===== config.mk =====
export PLATFORM = sky130hd
export DESIGN_NAME = sequence_reorder_buffer_core
export DESIGN_NICKNAME = d
export VERILOG_FILES = /design/src/rtl/core/srb_pkg.sv /design/src/rtl/core/srb_ram.sv /design/src/rtl/core/srb_slots.sv /design/src/rtl/core/sequence_reorder_buffer_core.sv
export SDC_FILE = /design/constraint.sdc
export NUM_CORES = 1
export LEC_CHECK = 0
export BUFFER_PORTS_ARGS = -buffer_cell sky130_fd_sc_hd__buf_2
export CAP_MARGIN = 10
export CORE_MARGIN = 5
export CORE_UTILIZATION = 30
export CTS_CLUSTER_DIAMETER = 120
export DETAILED_ROUTE_END_ITERATION = 8
export PLACE_DENSITY_LB_ADDON = 0.3
export SLEW_MARGIN = 5
export SYNTH_ARGS = -nofsm -noshare
export SYNTH_HDL_FRONTEND = slang
export SYNTH_HIERARCHICAL = 1
export SYNTH_SLANG_ARGS = --single-unit

===== constraint.sdc =====
create_clock -name clk -period 7.7 [get_ports clk]
set_input_delay 0.385 -clock clk [delete_from_list [all_inputs] [get_ports clk]]
set_output_delay 0.385 -clock clk [all_outputs]
set_load 0.02 [all_outputs]

===== src/rtl/core/srb_pkg.sv =====
// types and constants of the sequence reorder buffer
package srb_pkg;

  localparam int SEQ_W  = 32;
  localparam int TAG_W  = 16;
  localparam int IDX_W  = 6;

  typedef logic [SEQ_W-1:0] seq_t;
  typedef logic [TAG_W-1:0] tag_t;
  typedef logic [IDX_W-1:0] idx_t;

  typedef struct packed {
    logic set;
    logic clr;
    idx_t idx;
  } slot_ctl_t;

  typedef struct packed {
    logic hit;
    idx_t hit_idx;
    logic free;
    idx_t free_idx;
  } slot_sts_t;

endpackage


===== src/rtl/core/srb_ram.sv =====
// generic single-port-write ram with registered read
module srb_ram #(
  parameter int WIDTH = 16,
  parameter int DEPTH = 16
) (
  input  logic                                  clk,
  input  logic                                  we,
  input  logic [((DEPTH > 1) ? $clog2(DEPTH) : 1)-1:0] waddr,
  input  logic [WIDTH-1:0]                      wdata,
  input  logic                                  re,
  input  logic [((DEPTH > 1) ? $clog2(DEPTH) : 1)-1:0] raddr,
  output logic [WIDTH-1:0]                      rdata
);

  logic [WIDTH-1:0] mem [DEPTH];
  logic [WIDTH-1:0] rdata_r;

  always_ff @(posedge clk) begin
    if (we) begin
      mem[waddr] <= wdata;
    end
    if (re) begin
      rdata_r <= mem[raddr];
    end
  end

  assign rdata = rdata_r;

endmodule


===== src/rtl/core/srb_slots.sv =====
// slot store: valid bits, sequence numbers and the shared match unit
module srb_slots #(
  parameter int SLOTS = 16
) (
  input  logic              clk,
  input  logic              rst_n,
  input  srb_pkg::seq_t     key,
  input  srb_pkg::slot_ctl_t ctl,
  output srb_pkg::slot_sts_t sts
);

  import srb_pkg::*;

  logic [SLOTS-1:0] valid_r;
  logic [SLOTS-1:0] valid_nxt;
  seq_t             seq_r [SLOTS];
  logic [SLOTS-1:0] match;

  always_comb begin
    for (int i = 0; i < SLOTS; i++) begin
      match[i] = valid_r[i] && (seq_r[i] == key);
    end
  end

  // lowest-numbered hit and lowest-numbered free slot
  always_comb begin
    sts = '0;
    for (int i = SLOTS - 1; i >= 0; i--) begin
      if (match[i]) begin
        sts.hit     = 1'b1;
        sts.hit_idx = IDX_W'(i);
      end
      if (!valid_r[i]) begin
        sts.free     = 1'b1;
        sts.free_idx = IDX_W'(i);
      end
    end
  end

  always_comb begin
    valid_nxt = valid_r;
    for (int i = 0; i < SLOTS; i++) begin
      if (ctl.set && ctl.idx == IDX_W'(i)) begin
        valid_nxt[i] = 1'b1;
      end
      if (ctl.clr && ctl.idx == IDX_W'(i)) begin
        valid_nxt[i] = 1'b0;
      end
    end
  end

  always_ff @(posedge clk) begin
    if (!rst_n) begin
      valid_r <= '0;
    end else begin
      valid_r <= valid_nxt;
    end
  end

  always_ff @(posedge clk) begin
    for (int i = 0; i < SLOTS; i++) begin
      if (ctl.set && ctl.idx == IDX_W'(i)) begin
        seq_r[i] <= key;
      end
    end
  end

endmodule


===== src/rtl/core/sequence_reorder_buffer_core.sv =====
// sequence reorder buffer: holds out-of-order segments and releases them in sequence order
// An item is taken when idle; the block then stalls its input while it works. The check state
// compares the segment against every held slot through the single match unit (stale, duplicate,
// in order, stored in the lowest free slot, or dropped when no slot is free); a dropped segment
// gives one item marked dropped and last once the output register can take it, and after a
// dropped segment or one stored while output is disabled the block returns to idle. With output
// enabled the same match unit then looks up the expected sequence number once per cycle while
// the output does not stall: each hit releases one held segment, and a final miss ends the run
// and returns the block to idle. Tags of held segments come from a small ram. The last released
// item carries last. Results wait in an output register, so the next item can be taken while
// the final one is still unread. Writes to output_enable take effect from the next item on.
module sequence_reorder_buffer_core #(
  parameter int SLOTS     = 16,
  parameter int TAG_WIDTH = 16
) (
  input  logic          clk,
  input  logic          rst_n,
  input  logic          cfg_valid,
  output logic          cfg_ready,
  input  logic          cfg_output_enable,
  input  logic          in_valid,
  output logic          in_stall,
  input  srb_pkg::seq_t in_seq_num,
  input  srb_pkg::tag_t in_payload_tag,
  output logic          out_valid,
  input  logic          out_stall,
  output srb_pkg::seq_t out_seq,
  output srb_pkg::tag_t out_tag,
  output logic          out_dropped,
  output logic          out_last
);

  import srb_pkg::*;

  localparam int IW = $clog2(SLOTS);
  localparam int TW = (TAG_WIDTH < TAG_W) ? TAG_WIDTH : TAG_W;

  localparam logic [1:0] ST_IDLE   = 2'd0;
  localparam logic [1:0] ST_CHECK  = 2'd1;
  localparam logic [1:0] ST_SEARCH = 2'd2;

  logic [1:0]    state_r, state_nxt;
  logic          oe_r, oe_nxt;
  seq_t          exp_r, exp_nxt;
  seq_t          seq_r, seq_nxt;
  logic [TW-1:0] tag_r, tag_nxt;
  logic          pend_valid_r, pend_valid_nxt;
  logic          pend_ram_r, pend_ram_nxt;
  seq_t          pend_seq_r, pend_seq_nxt;
  logic [TW-1:0] pend_tag_r, pend_tag_nxt;
  logic          out_valid_r, out_valid_nxt;
  seq_t          out_seq_r, out_seq_nxt;
  tag_t          out_tag_r, out_tag_nxt;
  logic          out_dropped_r, out_dropped_nxt;
  logic          out_last_r, out_last_nxt;

  seq_t          key;
  seq_t          seq_gap;
  slot_ctl_t     ctl;
  slot_sts_t     sts;
  logic          ram_we, ram_re;
  logic [TW-1:0] ram_rdata;
  logic [TW-1:0] pend_tag_eff;
  logic          can_emit;
  logic          direct;

  srb_slots #(.SLOTS(SLOTS)) u_slots (
    .clk   (clk),
    .rst_n (rst_n),
    .key   (key),
    .ctl   (ctl),
    .sts   (sts)
  );

  srb_ram #(.WIDTH(TW), .DEPTH(SLOTS)) u_tag_ram (
    .clk   (clk),
    .we    (ram_we),
    .waddr (sts.free_idx[IW-1:0]),
    .wdata (tag_r),
    .re    (ram_re),
    .raddr (sts.hit_idx[IW-1:0]),
    .rdata (ram_rdata)
  );

  assign key          = (state_r == ST_SEARCH) ? exp_r : seq_r;
  assign seq_gap      = seq_r - exp_r;
  assign direct       = oe_r && (seq_r == exp_r);
  assign can_emit     = !out_valid_r || !out_stall;
  assign pend_tag_eff = pend_ram_r ? ram_rdata : pend_tag_r;
  assign in_stall     = (state_r != ST_IDLE);
  assign cfg_ready    = (state_r == ST_IDLE);

  always_comb begin
    state_nxt       = state_r;
    oe_nxt          = oe_r;
    exp_nxt         = exp_r;
    seq_nxt         = seq_r;
    tag_nxt         = tag_r;
    pend_valid_nxt  = pend_valid_r;
    pend_ram_nxt    = pend_ram_r;
    pend_seq_nxt    = pend_seq_r;
    pend_tag_nxt    = pend_tag_r;
    out_valid_nxt   = out_valid_r && out_stall;
    out_seq_nxt     = out_seq_r;
    out_tag_nxt     = out_tag_r;
    out_dropped_nxt = out_dropped_r;
    out_last_nxt    = out_last_r;
    ctl             = '0;
    ram_we          = 1'b0;
    ram_re          = 1'b0;

    case (state_r)
      ST_IDLE: begin
        if (cfg_valid) begin
          oe_nxt = cfg_output_enable;
        end
        if (in_valid) begin
          seq_nxt   = in_seq_num;
          tag_nxt   = in_payload_tag[TW-1:0];
          state_nxt = ST_CHECK;
        end
      end
      ST_CHECK: begin
        if (seq_gap[SEQ_W-1] || sts.hit || (!direct && !sts.free)) begin
          if (can_emit) begin
            out_valid_nxt   = 1'b1;
            out_seq_nxt     = seq_r;
            out_tag_nxt     = TAG_W'(tag_r);
            out_dropped_nxt = 1'b1;
            out_last_nxt    = 1'b1;
            state_nxt       = ST_IDLE;
          end
        end else if (direct) begin
          pend_valid_nxt = 1'b1;
          pend_ram_nxt   = 1'b0;
          pend_seq_nxt   = seq_r;
          pend_tag_nxt   = tag_r;
          exp_nxt        = exp_r + 32'd1;
          state_nxt      = ST_SEARCH;
        end else begin
          ctl.set   = 1'b1;
          ctl.idx   = sts.free_idx;
          ram_we    = 1'b1;
          state_nxt = oe_r ? ST_SEARCH : ST_IDLE;
        end
      end
      ST_SEARCH: begin
        if (sts.hit) begin
          if (!pend_valid_r || can_emit) begin
            if (pend_valid_r) begin
              out_valid_nxt   = 1'b1;
              out_seq_nxt     = pend_seq_r;
              out_tag_nxt     = TAG_W'(pend_tag_eff);
              out_dropped_nxt = 1'b0;
              out_last_nxt    = 1'b0;
            end
            pend_valid_nxt = 1'b1;
            pend_ram_nxt   = 1'b1;
            pend_seq_nxt   = exp_r;
            ctl.clr        = 1'b1;
            ctl.idx        = sts.hit_idx;
            ram_re         = 1'b1;
            exp_nxt        = exp_r + 32'd1;
          end
        end else if (!pend_valid_r) begin
          state_nxt = ST_IDLE;
        end else if (can_emit) begin
          out_valid_nxt   = 1'b1;
          out_seq_nxt     = pend_seq_r;
          out_tag_nxt     = TAG_W'(pend_tag_eff);
          out_dropped_nxt = 1'b0;
          out_last_nxt    = 1'b1;
          pend_valid_nxt  = 1'b0;
          state_nxt       = ST_IDLE;
        end
      end
      default: begin
        state_nxt = ST_IDLE;
      end
    endcase
  end

  always_ff @(posedge clk) begin
    if (!rst_n) begin
      state_r      <= ST_IDLE;
      oe_r         <= 1'b0;
      exp_r        <= '0;
      pend_valid_r <= 1'b0;
      out_valid_r  <= 1'b0;
    end else begin
      state_r      <= state_nxt;
      oe_r         <= oe_nxt;
      exp_r        <= exp_nxt;
      pend_valid_r <= pend_valid_nxt;
      out_valid_r  <= out_valid_nxt;
    end
  end

  always_ff @(posedge clk) begin
    seq_r         <= seq_nxt;
    tag_r         <= tag_nxt;
    pend_ram_r    <= pend_ram_nxt;
    pend_seq_r    <= pend_seq_nxt;
    pend_tag_r    <= pend_tag_nxt;
    out_seq_r     <= out_seq_nxt;
    out_tag_r     <= out_tag_nxt;
    out_dropped_r <= out_dropped_nxt;
    out_last_r    <= out_last_nxt;
  end

  assign out_valid   = out_valid_r;
  assign out_seq     = out_seq_r;
  assign out_tag     = out_tag_r;
  assign out_dropped = out_dropped_r;
  assign out_last    = out_last_r;

endmodule


==> results.toml <==
[sta]
slew_viol_final = 0
max_freq_ghz = 0.148
fin_crit_sh_pct = 87.8
setup-tns-final_ps = 0
fin_crit_ps = 6760
hold_violations = 0
rsz0062_at_grt = "no"
tightest_slew_ps = 1160
skew_ps = 28.2
setup_viol = 0
timing.slew.headroom_pct = 22.2

[clock_network]
root_buffer = "clkbuf_16"
clk_latency_ps = 670
cts_buffers = 97
cts_tree = "built"
htree_num_levels = 3
clkTransAtPathRegs_ps = 60
clock_sinks = 984
cts_max_path_buffers = 3

[die]
num_rows = 135
dieWidth_um = 379
ios = 107
fp.dieArea_um2 = 144000
start_util_pct = 30.2
core_area_um2 = 135000
die_h_um = 379

[finish]
design_area_um2 = 48200
nets = 2905
syn_to_final_growth_pct = 17.9
final_util_pct = 35.6
layout-drive-gt1-share_pct = 18.3
diodes = 0
finalNonFillerCells = 4675

[synth]
synth_area_um2 = 40900
synthTopCellsByArea = "edfxtp_1 (68%), xnor2_1 (8.9%), mux4_2 (3.0%), dfxtp_1 (2.6%), xor2_1 (2.4%)"
synth.avg_cell_area_um2 = 16.0
ys_ff_latch = 984
yosysTopAreaCell = "edfxtp_1"
synth-edff-count = 931
synthTopCellsByCount = "edfxtp_1 (931), xnor2_1 (418), nand2_1 (164)"
ys_seq_area_share_pct = 70.9
yosysMostFrequentCell = "edfxtp_1"
synth_cells = 2556
synth_ff_type = "edfxtp_1"
ys_warn_count = 6
yosysUniqueCellTypes = 64
synth_top_area_share_pct = 68.3
async_flop_share_pct = 0

[worst_setup_path]
arrival_ps = 7080
endpoint_kind = "flip-flop"
crit_chain = "inv_1, ha_2, inv_4, buf_4, o21ai_4, buf_4, xnor2_1, nand4_1, nor4_1, nand4_1, or4_1, nand4_1, nor2_1, nand2_1, inv_1, nand2_1, nor4_2, a32o_1, or4_1, nor2_2, buf_4"
crit_fanout = 34
crit_type = "reg -> reg"
required_ps = 8020
worstSetupStartpointType = "flip-flop"
cp_slowest_stage_delay_ps = 780
reg2reg_depth = 21
slowest_stage = "or4_1"

[min_path]
hold_path_depth = 3
hold_path_class = "in -> reg"

[placed_design]
placed_cells = 4446
dpl_cell_area_um2 = 44500
gp_congestion = 0.820
hpwl_um = 67500
io_buffer_count = 106

[power_and_ir_drop]
p_total_uw = 11400
ir_worst_vdd_v = 0.000160
cellPowerDensity_nw_per_um2 = 237
power.leakage_uw = 0.0151

[detailed_routing]
first_pass_iters = 5
ant_nets = 0
drc = 0
first_iter_violations = 1820
via_per_inst = 4.76
vias = 22300
wirelength_um = 106000
route.detailed.wl_per_inst_um = 22.6

[grt]
antenna_found_initial = 2
grt_pass1_wl_um = 155000
grt_max_degree = 75
grt_usage_pct = 14.5
grt_pass1_vias = 22400
grt.overflow.total = 0

[status]
status = "finished, final reports clean"

[job]
drv_cap = 0
## final timing paths
path / startpoint / end / slack (ps)
setup / recovery: state_r[0] / u_slots/seq_r[1][132] / 940
hold reg to reg: exp_r[18] / exp_r[18] / 460
hold / removal: out_stall / out_valid / 200
setup reg to reg: state_r[0] / u_slots/seq_r[1][132] / 940
## area by class of cell
class                   count  area, um2
clock buffers             130       2670
clock inverters            48        536
fillers                 12900      87200
inverters                  48        183
multi-input cells        1403      11600
flip-flops and latches    984      29000
well taps                1781       2230
repair buffers            281       2030
## worst max-delay path: cells and delay by family (launching register included)
kind / cells / cell delay, ps
compound gates: 2 / 1090
xor+xnor: 1 / 170
fa+ha+maj: 1 / 210
buf+inv: 6 / 1520
flops: 1 / 350
simple gates: 11 / 3000
## sequential cells by signal, summed over array words and instances, names as in the netlist, 2 cells and up
register,count
u_slots/seq_r,512
state_r,2
pend_seq_r,32
pend_tag_r,16
u_tag_ram/mem,256
u_tag_ram/rdata,16
u_slots/valid_r,16
exp_r,32
seq_r,32
tag_r,16
out_tag,16
out_seq,32
## stage by stage
step	worst slack [ps]	hold WS [ps]
after floorplan	62.2	435
after global placement	928	446
after detailed placement	919	458
after CTS	898	121
after global routing	634	173
final	937	199
## cells in the final DEF (no fill, tap or decap), drive strengths merged, types with 50 or more instances in the layout
master,netlist,final
clkbuf,39,130
edfxtp,931,931
xor2,113,113
inv,48,51
nand4,115,115
dfxtp,53,53
nor2,62,62
dlygate4sd3,0,51
mux4,64,64
nor4,50,50
nand2,164,164
o21ai,50,50
xnor2,421,421
buf,85,230
## what timing repair did
action	in CTS	in global routing
hold buffers	51	0
endpoints found under the hold margin	49	0
gates resized for setup	0	0
setup endpoints to repair	0	0
buffers inserted	0	0
## metal layers
metal  global-route usage, %  up-vias  part of all wire (%)
met5                       0        -                     0
met4                    3.73        0                   1.9
met3                    2.11      116                   4.5
met2                    24.3      543                    48
met1                    19.9    11500                    46
li1                        -    10100                     -
## power by group
part	leakage, uW	total [uW]	switching (uW)	internal, uW
registers	0.00884	5980	47.4	5930
clock network	0.00158	4820	1990	2830
logic	0.00469	648	424	224
total	0.0151	11400	2460	8980
## cell families after synthesis
group / share of synthesized area, %
DFF: 70.9
adders and majority gates: 1.10
AOI/OAI and AO/OA: 3.39
muxes: 4.10
buffers and inverters: 2.06
xor gates and xnor gates: 11.5
and+or+nand+nor: 6.94
other: 0.00916
Note: power is estimated with default switching activity, not from simulation.
